<file path="config.mk">
export PLATFORM = sky130hd
export DESIGN_NAME = tach_period_to_speed
export DESIGN_NICKNAME = d
export VERILOG_FILES = /design/src/rtl/core/tps_pkg.sv /design/src/rtl/core/tps_ctrl.sv /design/src/rtl/core/tps_dpath.sv /design/src/rtl/core/tach_period_to_speed.sv
export SDC_FILE = /design/constraint.sdc
export NUM_CORES = 1
export LEC_CHECK = 0
export BUFFER_PORTS_ARGS = -buffer_cell sky130_fd_sc_hd__buf_2
export CAP_MARGIN = 25
export CORE_UTILIZATION = 55
export DETAILED_ROUTE_END_ITERATION = 6
export HOLD_SLACK_MARGIN = 0.02
export PLACE_DENSITY = 0.73
export RECOVER_POWER = 100
export SLEW_MARGIN = 20
export SYNTH_ARGS = -nofsm -noshare
export SYNTH_HDL_FRONTEND = slang
export SYNTH_SLANG_ARGS = --single-unit
</file>
<file path="constraint.sdc">
create_clock -name clk_i -period 10.3 [get_ports clk_i]
set_input_delay 2.06 -clock clk_i [delete_from_list [all_inputs] [get_ports clk_i]]
set_output_delay 2.06 -clock clk_i [all_outputs]
set_load 0.005 [all_outputs]
</file>
<file path="src/rtl/core/tps_pkg.sv">
// Package for the tachometer period-to-speed converter: widths, reset values,
// controller states and the command/status structs between controller and datapath.
// No dependencies.
`timescale 1ns / 1ps

package tps_pkg;

  // Timer and field widths
  localparam int TIMER_BITS = 24;
  localparam int CPS_W      = 27;
  localparam int PPR_W      = 5;
  localparam int MILLI_W    = 10;
  localparam int SPEED_W    = 32;

  // Dividend is 1000 * clocks_per_second, divisor is pulses * period
  localparam int NUM_W = CPS_W + MILLI_W;
  localparam int DEN_W = PPR_W + TIMER_BITS;

  // One quotient bit per divide step
  localparam int DIV_STEPS = NUM_W;
  localparam int CNT_W     = $clog2(DIV_STEPS);

  // Stream widths (whole bytes)
  localparam int S_TDATA_W = ((TIMER_BITS + 7) / 8) * 8;
  localparam int M_TDATA_W = ((TIMER_BITS + SPEED_W + 7) / 8) * 8;

  // Configuration register file
  localparam int CFG_IDX_W  = 1;
  localparam int CFG_DATA_W = CPS_W;

  localparam logic [MILLI_W-1:0] MILLI_SCALE = MILLI_W'(1000);
  localparam logic [CPS_W-1:0]   CPS_RESET   = CPS_W'(80000000);
  localparam logic [PPR_W-1:0]   PPR_RESET   = PPR_W'(4);

  typedef enum logic [CFG_IDX_W-1:0] {
    REG_CPS = 1'b0,
    REG_PPR = 1'b1
  } cfg_reg_e;

  typedef enum logic [1:0] {
    ST_IDLE,
    ST_MUL,
    ST_DIV,
    ST_DONE
  } tps_state_e;

  // Controller to datapath
  typedef struct packed {
    logic load;      // take the input item, form the period
    logic mul;       // form dividend and divisor, clear remainder
    logic step;      // one restoring divide step
    logic out_load;  // move the result into the output register
  } tps_cmd_t;

  // Datapath to controller
  typedef struct packed {
    logic out_free;  // output register can take a result this cycle
  } tps_status_t;

endpackage

</file>
<file path="src/rtl/core/tps_ctrl.sv">
// Controller for the tachometer converter: sequences accept, multiply,
// bit-serial divide and output load. Depends on tps_pkg.
`timescale 1ns / 1ps

module tps_ctrl (
  input  logic                clk_i,
  input  logic                rst_ni,
  input  logic                in_valid_i,
  output logic                in_ready_o,
  input  tps_pkg::tps_status_t status_i,
  output tps_pkg::tps_cmd_t   cmd_o
);
  import tps_pkg::*;

  tps_state_e       state_q, state_d;
  logic [CNT_W-1:0] cnt_q, cnt_d;
  logic             last_step;

  assign last_step = (cnt_q == CNT_W'(DIV_STEPS - 1));

  always_ff @(posedge clk_i or negedge rst_ni) begin
    if (!rst_ni) begin
      state_q <= ST_IDLE;
      cnt_q   <= '0;
    end else begin
      state_q <= state_d;
      cnt_q   <= cnt_d;
    end
  end

  // Next state
  always_comb begin
    state_d = state_q;
    cnt_d   = cnt_q;
    unique case (state_q)
      ST_IDLE: begin
        if (in_valid_i) state_d = ST_MUL;
      end
      ST_MUL: begin
        state_d = ST_DIV;
        cnt_d   = '0;
      end
      ST_DIV: begin
        cnt_d = cnt_q + CNT_W'(1);
        if (last_step) state_d = ST_DONE;
      end
      ST_DONE: begin
        if (status_i.out_free) state_d = ST_IDLE;
      end
      default: state_d = ST_IDLE;
    endcase
  end

  // Outputs
  always_comb begin
    cmd_o      = '0;
    in_ready_o = 1'b0;
    unique case (state_q)
      ST_IDLE: begin
        in_ready_o = 1'b1;
        cmd_o.load = in_valid_i;
      end
      ST_MUL:  cmd_o.mul = 1'b1;
      ST_DIV:  cmd_o.step = 1'b1;
      ST_DONE: cmd_o.out_load = status_i.out_free;
      default: ;
    endcase
  end

endmodule

</file>
<file path="src/rtl/core/tps_dpath.sv">
// Datapath for the tachometer converter: configuration registers, previous
// capture, multipliers, restoring divider and output register. Depends on tps_pkg.
`timescale 1ns / 1ps

module tps_dpath (
  input  logic                          clk_i,
  input  logic                          rst_ni,
  input  logic                          cfg_we_i,
  input  logic [tps_pkg::CFG_IDX_W-1:0] cfg_idx_i,
  input  logic [tps_pkg::CFG_DATA_W-1:0] cfg_wdata_i,
  input  logic [tps_pkg::TIMER_BITS-1:0] capture_i,
  input  tps_pkg::tps_cmd_t             cmd_i,
  output tps_pkg::tps_status_t          status_o,
  output logic                          out_valid_o,
  input  logic                          out_ready_i,
  output logic [tps_pkg::TIMER_BITS-1:0] out_period_o,
  output logic [tps_pkg::SPEED_W-1:0]   out_speed_o,
  output logic                          out_sat_o
);
  import tps_pkg::*;

  logic [CPS_W-1:0]      cps_q;
  logic [PPR_W-1:0]      ppr_q;
  logic [TIMER_BITS-1:0] prev_q;
  logic [TIMER_BITS-1:0] period_q;
  logic [DEN_W-1:0]      denom_q;
  logic [NUM_W-1:0]      nq_q, nq_d;
  logic [DEN_W-1:0]      rem_q, rem_d;
  logic                  out_valid_q;
  logic [TIMER_BITS-1:0] out_period_q;
  logic [SPEED_W-1:0]    out_speed_q;
  logic                  out_sat_q;

  logic [DEN_W:0]        trial;
  logic [DEN_W:0]        diff;
  logic                  fits;
  logic                  sat;

  // Configuration writes
  always_ff @(posedge clk_i or negedge rst_ni) begin
    if (!rst_ni) begin
      cps_q <= CPS_RESET;
      ppr_q <= PPR_RESET;
    end else if (cfg_we_i) begin
      unique case (cfg_idx_i)
        REG_CPS: cps_q <= cfg_wdata_i;
        REG_PPR: ppr_q <= cfg_wdata_i[PPR_W-1:0];
        default: ;
      endcase
    end
  end

  // Previous capture starts at zero
  always_ff @(posedge clk_i or negedge rst_ni) begin
    if (!rst_ni) begin
      prev_q <= '0;
    end else if (cmd_i.load) begin
      prev_q <= capture_i;
    end
  end

  // Restoring divide step: shift in one dividend bit, subtract when it fits
  assign trial = {rem_q, nq_q[NUM_W-1]};
  assign diff  = trial - {1'b0, denom_q};
  assign fits  = (trial >= {1'b0, denom_q});
  assign rem_d = fits ? diff[DEN_W-1:0] : trial[DEN_W-1:0];
  assign nq_d  = {nq_q[NUM_W-2:0], fits};

  always_ff @(posedge clk_i) begin
    if (cmd_i.load) begin
      period_q <= prev_q - capture_i;
    end
    if (cmd_i.mul) begin
      nq_q    <= NUM_W'(cps_q) * NUM_W'(MILLI_SCALE);
      denom_q <= DEN_W'(ppr_q) * DEN_W'(period_q);
      rem_q   <= '0;
    end else if (cmd_i.step) begin
      nq_q  <= nq_d;
      rem_q <= rem_d;
    end
  end

  // Zero divisor or a quotient beyond the speed width saturates
  assign sat = (denom_q == '0) || (|nq_q[NUM_W-1:SPEED_W]);

  // Output register
  always_ff @(posedge clk_i or negedge rst_ni) begin
    if (!rst_ni) begin
      out_valid_q <= 1'b0;
    end else if (cmd_i.out_load) begin
      out_valid_q <= 1'b1;
    end else if (out_ready_i) begin
      out_valid_q <= 1'b0;
    end
  end

  always_ff @(posedge clk_i) begin
    if (cmd_i.out_load) begin
      out_period_q <= period_q;
      out_speed_q  <= sat ? '1 : nq_q[SPEED_W-1:0];
      out_sat_q    <= sat;
    end
  end

  assign status_o.out_free = !out_valid_q || out_ready_i;
  assign out_valid_o       = out_valid_q;
  assign out_period_o      = out_period_q;
  assign out_speed_o       = out_speed_q;
  assign out_sat_o         = out_sat_q;

endmodule

</file>
<file path="src/rtl/core/tach_period_to_speed.sv">
// Top level of the tachometer period-to-speed converter.
// Instantiates tps_ctrl and tps_dpath; depends on tps_pkg.
`timescale 1ns / 1ps

// Each input item is one capture of a 24-bit down-counting timer taken at a
// tachometer edge. The block keeps the previous capture (zero after reset),
// forms the period as previous minus new modulo 2^24, and returns one result
// item per input: the period and the speed in thousandths of rotations per
// second, 1000 * clocks_per_second / (pulses_per_rotation * period),
// truncated. A zero divisor or a quotient wider than 32 bits gives
// 0xFFFFFFFF with the saturated flag set. Each item passes in turn through
// acceptance, the two multiplies, the one-bit-per-cycle restoring divider
// and the load of the output register; the next item is accepted only after
// that load. The input is taken again while a finished result waits in that
// register; a held result stalls only the following item at its load step.
// Write configuration while idle.
module tach_period_to_speed (
  input  logic                           clk_i,
  input  logic                           rst_ni,
  // Configuration: index 0 clocks_per_second, index 1 pulses_per_rotation
  input  logic                           cfg_we_i,
  input  logic [tps_pkg::CFG_IDX_W-1:0]  cfg_idx_i,
  input  logic [tps_pkg::CFG_DATA_W-1:0] cfg_wdata_i,
  // Input stream
  input  logic                           s_axis_tvalid,
  output logic                           s_axis_tready,
  input  logic [tps_pkg::S_TDATA_W-1:0]  s_axis_tdata,  // [23:0] capture_time
  // Output stream
  output logic                           m_axis_tvalid,
  input  logic                           m_axis_tready,
  output logic [tps_pkg::M_TDATA_W-1:0]  m_axis_tdata,  // [23:0] period_cycles,
                                                       // [55:24] speed_thousandths
  output logic                           m_axis_tuser   // [0] saturated
);
  import tps_pkg::*;

  tps_cmd_t              cmd;
  tps_status_t           status;
  logic [TIMER_BITS-1:0] out_period;
  logic [SPEED_W-1:0]    out_speed;

  // Sequencing: accept, multiply, divide, load output
  tps_ctrl u_ctrl (
    .clk_i      (clk_i),
    .rst_ni     (rst_ni),
    .in_valid_i (s_axis_tvalid),
    .in_ready_o (s_axis_tready),
    .status_i   (status),
    .cmd_o      (cmd)
  );

  // Arithmetic, state and output register
  tps_dpath u_dpath (
    .clk_i        (clk_i),
    .rst_ni       (rst_ni),
    .cfg_we_i     (cfg_we_i),
    .cfg_idx_i    (cfg_idx_i),
    .cfg_wdata_i  (cfg_wdata_i),
    .capture_i    (s_axis_tdata[TIMER_BITS-1:0]),
    .cmd_i        (cmd),
    .status_o     (status),
    .out_valid_o  (m_axis_tvalid),
    .out_ready_i  (m_axis_tready),
    .out_period_o (out_period),
    .out_speed_o  (out_speed),
    .out_sat_o    (m_axis_tuser)
  );

  // Pack period in the low bits, speed above it
  assign m_axis_tdata = M_TDATA_W'({out_speed, out_period});

endmodule
</file>
Word-level counts from Yosys, hierarchy flattened
Index checks and enable logic that the tools add are counted.
Cells by class
  multipliers: 2
  $add $sub $neg: 3
  reductions and logical operators: 12
  equal/unequal tests: 7
  order comparisons: 1
  bitwise operators: 1
  mux-type cells: 15
Operators by type and width (number)
  2-to-1 mux 37 bit: 2
  multiplier 27 x 7 -> 34 bit (second input constant): 1
  >= comparator 30 x 29 -> 1 bit: 1
  zero test 29 bit: 1
  multiplier 5 x 24 -> 29 bit: 1
  2-to-1 mux 29 bit: 1
  subtractor 29 bit: 1
  subtractor 24 bit: 1
  one-hot mux 6 bit (2 select lines): 1
  one-hot mux 2 bit (4 select lines): 1
  2-to-1 mux 1 bit: 7
  adder 6 x 1 -> 6 bit (second input constant): 1
  equality test 6 bit (second input constant): 1
  2-to-1 mux 2 bit: 3
  nonzero test 2 bit: 3
  OR reduction 5 bit: 1
  equality test 2 bit (second input constant): 2
  inequality test 2 x 1 -> 1 bit (second input constant): 2
  AND reduction 2 bit: 2
  AND reduction 3 bit: 1
  equality test 2 x 1 -> 1 bit (second input constant): 1
  zero test 2 bit: 1
  logical OR 1 bit: 2
  inequality test 2 bit (second input constant): 1
  2 further kinds: 2
Storage, ports and cells
  word-level logic and storage cells: 55
  bits of input ports: 57
  register bits after elaboration: 241

Longest topological paths before layout
  word-level depth: 4
  depth in mapped cells: 19

Modules after synthesis
A second synthesis with hierarchy kept.
Second synthesis, totals
  cells, all modules: 1933
  area, all modules: 19656.4 µm²
Modules (own cells, without submodules)
  tps_dpath: instances 1, seq. area each 6402.4 µm², cells each 1882, area an instance 19133.4 µm²
  tps_ctrl: instances 1, seq. area each 200.2 µm², cells each 51, area an instance 523.0 µm²

Least setup slack after synthesis
No wires, ideal clock.
  path kind: register -> register
  start: register u_dpath.cps_q[10]
  end: register u_dpath.nq_q[33], data pin
  required time: 10044 ps
  buffers on the path: 0
  data arrival time: 4993 ps
  path slack: 5051 ps
  cell stages (with the launch flop): 18
  clock period less this slack: 5249 ps
  path through: dfstp_2 > inv_1 > fa_1 > fa_1 > fa_1 > fa_1 > inv_1 > ha_1 > nand3_1 > o22ai_1 > o21a_1 > or4_1 > o211ai_2 > nor2_1 > or4_1 > a31oi_1 > xnor2_1 > a22o_1
Between the ends
  word-level cells in the longest chain between the ends: 2
RTL lines
  from (decl): RTL line tps_dpath.sv:22  | logic [CPS_W-1:0] cps_q;
  from (signal assigned): RTL line tps_dpath.sv:46  | REG_CPS: cps_q <= cfg_wdata_i;
  multiplier 27 x 7 -> 34 bit: RTL line tps_dpath.sv:74  | nq_q <= NUM_W'(cps_q) * NUM_W'(MILLI_SCALE);
  2-to-1 mux 37 bit: RTL line tps_dpath.sv:73  | if (cmd_i.mul) begin
  to (signal assigned): RTL line tps_dpath.sv:74
  to (signal assigned): RTL line tps_dpath.sv:78  | nq_q <= nq_d;
  to (decl): RTL line tps_dpath.sv:27  | logic [NUM_W-1:0] nq_q, nq_d;
Every way passes these cells.
A chain may end at the register's enable or synchronous reset.

Final worst setup path
  start: register u_dpath.ppr_q[4]
  end: register u_dpath.denom_q[28], data pin
Between the ends
  word-level cells in the longest chain between the ends: 1
RTL lines
  from (decl): RTL line tps_dpath.sv:23  | logic [PPR_W-1:0] ppr_q;
  from (signal assigned): RTL line tps_dpath.sv:47  | REG_PPR: ppr_q <= cfg_wdata_i[PPR_W-1:0];
  multiplier 5 x 24 -> 29 bit: RTL line tps_dpath.sv:75  | denom_q <= DEN_W'(ppr_q) * DEN_W'(period_q);
  to (signal assigned): RTL line tps_dpath.sv:75
  to (decl): RTL line tps_dpath.sv:26  | logic [DEN_W-1:0] denom_q;
Every way passes these cells.

==> metrics <==
Seq/Total Area, Yosys=33.7%; Hold Path Class=reg2reg; CTS tree=built; Die Span Y=191 um; Setup WS post-layout=4.59 ns; syn nets=~2300; Distinct cells, synth=85; Post-CTS Setup Inserts=0; ANT cells=0; met1 usage=around a third; status=complete, but fails checks; Slew Viols, Final=312; register bit total from synthesis=241; Final Cycle Share=55.4%; ys flop type=edfxtp_1; Avg WL per Cell=approximately 16 um; Cells after Synth=1941; IO buf count=between 100 and 150; Critical Path Sink Type=register; number of remaining DRC errors=0; largest net degree at the start of global routing=74; synthesis-to-layout area growth=9.13%; Worst Tran Pin Value=around 3.8 ns; Critical R2R Launch=u_dpath.ppr_q[4]; Synth Cell Area=around 20000 um2; post-synthesis async set-or-reset flop share=a little over a quarter; CP required=10.72 ns; maximum buffer depth of the clock tree=3; DIE WIDTH=roughly 190 um; fmax=175 MHz; share of cells above drive strength 1=9.10%; Max FO, Critical Path=25; Layout Skew=0.0150 ns; Period minus WS final=5.71 ns; die area=~36000 um2; # setup viols final=0; Synth Area per Inst=10.1 um2; number of synthesized flops with an enable pin=144; reported max-cap violation count=6; gr usage total=23.8%; routed vias/inst=5.47; Slew HR=-151%; Reg clk slew, reported paths=0.06 ns; Root Driver=clkbuf_16; post-DP HPWL=31500 um; Clock Sinks=~240; Hold Vio Cnt, Final=0; Initial Utilization=a little under three fifths; First DRT Iteration DRCs=669; I/O pins=between 100 and 150; RR Endpoint=u_dpath.denom_q[28]; Remaining Overflow, GRT=0; failing checks=max-capacitance violations, max-slew violations; core area=34800 um2; routed wire length=~40000 um; Core Rows=68; gr busiest metal=met2; Arr. time, crit path=6.13 ns; worst slack, placed=between 4 and 5 ns; M2 GR Usage=about 39%; 1st-pass router iterations=5; R2R setup slack=4.59 ns; R2R depth=16; fin nets=2438; CTS HTree Levels=1; CTS hold repair buffers=0; number of global-route vias before repair=about 14000; first-pass GRT wire length=around 70000 um; RSZ-0062 raised after global routing=no; crit path from=u_dpath.ppr_q[4]; setup_tns=0 ns; cts repair resizes=0; kind of critical path=reg2reg; Final Wtd Congestion=0.939; synth warn=0; worst-skew pair later-pin latency=0.56 ns; met3 usage=4.07%; Post-DRT Antenna Nets=0; CP endpoint=u_dpath.denom_q[28]; Num CTS Buffers=28; crit path launch type=register; via count=13790; antenna violations before repair=0
-- cells in the mapped netlist, types with 5 or more instances --
cell      count  area share (%)
xor2_1       28             1.3
dfstp_2       9             1.2
a311oi_2      7            0.54
nor2_1       81             1.6
nor3_1       13            0.33
o211ai_1     14            0.54
a211oi_1     21            0.80
nand2_1     191             3.7
o21bai_1     12            0.46
fa_1        166              17
dfxtp_1      32             3.3
inv_1       281             5.4
mux2i_1       7            0.36
o31ai_1       5            0.19
a31oi_1      16            0.51
a311oi_1      6            0.27
nand2b_1     21            0.67
o21a_1       18            0.69
a21o_1       41             1.6
nor4_1       10            0.32
mux2_2        8            0.46
nor2b_1      12            0.38
o21ai_0     123             3.1
clkbuf_1     45            0.86
dfrtp_1      56             7.1
and3_1       10            0.32
nand3_1      19            0.48
a21oi_1      89             2.3
and2_1       67             2.1
edfxtp_1    144              22
xnor2_1      56             2.5
a22o_1       27             1.2
or3_1        11            0.35
or2_2        35             1.1
ha_1        170              11
nand4_1      12            0.38
-- state kept, by name (all words and copies together), names as in the netlist --
name and count:
u_dpath.nq_q 37, u_dpath.out_speed_o 32, u_dpath.denom_q 29, u_dpath.rem_q 29
u_dpath.cps_q 27, u_dpath.out_period_o 24, u_dpath.period_q 24, u_dpath.prev_q 24
u_ctrl.cnt_q 6, u_dpath.ppr_q 5, u_ctrl.state_q 2, u_dpath.out_sat_o 1
u_dpath.out_valid_o 1
-- through the flow --
stage               utilization (%)  instance area, um2  hold slack [ns]  cells
floorplan                         -               19600            0.453   1941
global placement               59.3               20600            0.469   2469
detailed placement             59.3               20600            0.475   2469
CTS                            62.0               21600            0.487   2521
global route                   61.5               21400            0.511   2522
finish                         61.5               21400            0.482   2522
-- layout make-up --
cell class	instances	area, um2
inverter	281	1050
clock buffer	40	807
tap	455	569
fill	2912	13400
timing repair buffer	125	572
sequential	241	6600
multi-input combinational	1368	11700
clock inverter	12	141
-- cell usage in the layout (no fill, tap or decap), types with 32 or more instances in the layout --
cell type / instances
edfxtp_1: 144
a21oi_1: 89
clkbuf_1: 55
o21ai_0: 125
fa_1: 166
xnor2_1: 56
inv_1: 281
buf_2: 73
dfxtp_1: 32
ha_1: 169
a21o_1: 41
nand2_1: 192
nor2_1: 81
or2_2: 35
dfrtp_1: 56
and2_1: 60
-- per-layer routing --
| layer | vias to the layer above | share of wire (%) |
|---|---|---|
| li1 | 6833 | - |
| met1 | 6612 | 47 |
| met2 | 271 | 45 |
| met3 | 74 | 4.6 |
| met4 | 0 | 3.1 |
| met5 | - | 0 |
-- worst max-delay path, cell delays in order, from the launching register on --
cell	delay, ns
dfrtp_1	0.87
nand2_1	0.17
fa_1	0.55
fa_1	0.52
fa_1	0.54
inv_1	0.04
ha_1	0.36
a211oi_1	0.27
nor2_1	0.14
o221ai_1	0.20
a31oi_1	0.19
a31oi_1	0.27
o21ai_0	0.17
a221oi_1	0.49
o21ai_0	0.22
or4b_1	0.49
nand3_1	0.07
-- cells by family (layout without fill, tap and decap cells) --
kind of cell	Yosys count	after routing	synth area share, %
AND/OR/NAND/NOR	502	502	12.6
multiplexers	15	15	0.817
buffers and inverters	332	458	6.44
AO/OA/AOI/OAI	431	431	14.9
XOR/XNOR	84	84	3.75
adder cells (fa/ha/maj)	336	336	27.8
flip-flops	241	241	33.7
-- how the worst min path moves through the flow --
| stage | start | endpoint | slack (ns) | cells after the start |
|---|---|---|---|---|
| 6_report | u_dpath.prev_q[18] | u_dpath.prev_q[18] | 0.48 | 2 |
| 5_1_grt | u_dpath.prev_q[15] | u_dpath.prev_q[15] | 0.51 | 2 |
| 4_1_cts | u_dpath.prev_q[11] | u_dpath.prev_q[11] | 0.49 | 2 |
| 3_5_place_dp | u_dpath.prev_q[11] | u_dpath.prev_q[11] | 0.47 | 2 |
| 3_3_place_gp | u_dpath.prev_q[11] | u_dpath.prev_q[11] | 0.47 | 2 |
| 2_1_floorplan | u_dpath.rem_q[16] | u_dpath.rem_q[16] | 0.45 | 2 |
Power is not shown: default switching activity piles up to over one toggle a cycle in this logic, so the estimate is an artifact.
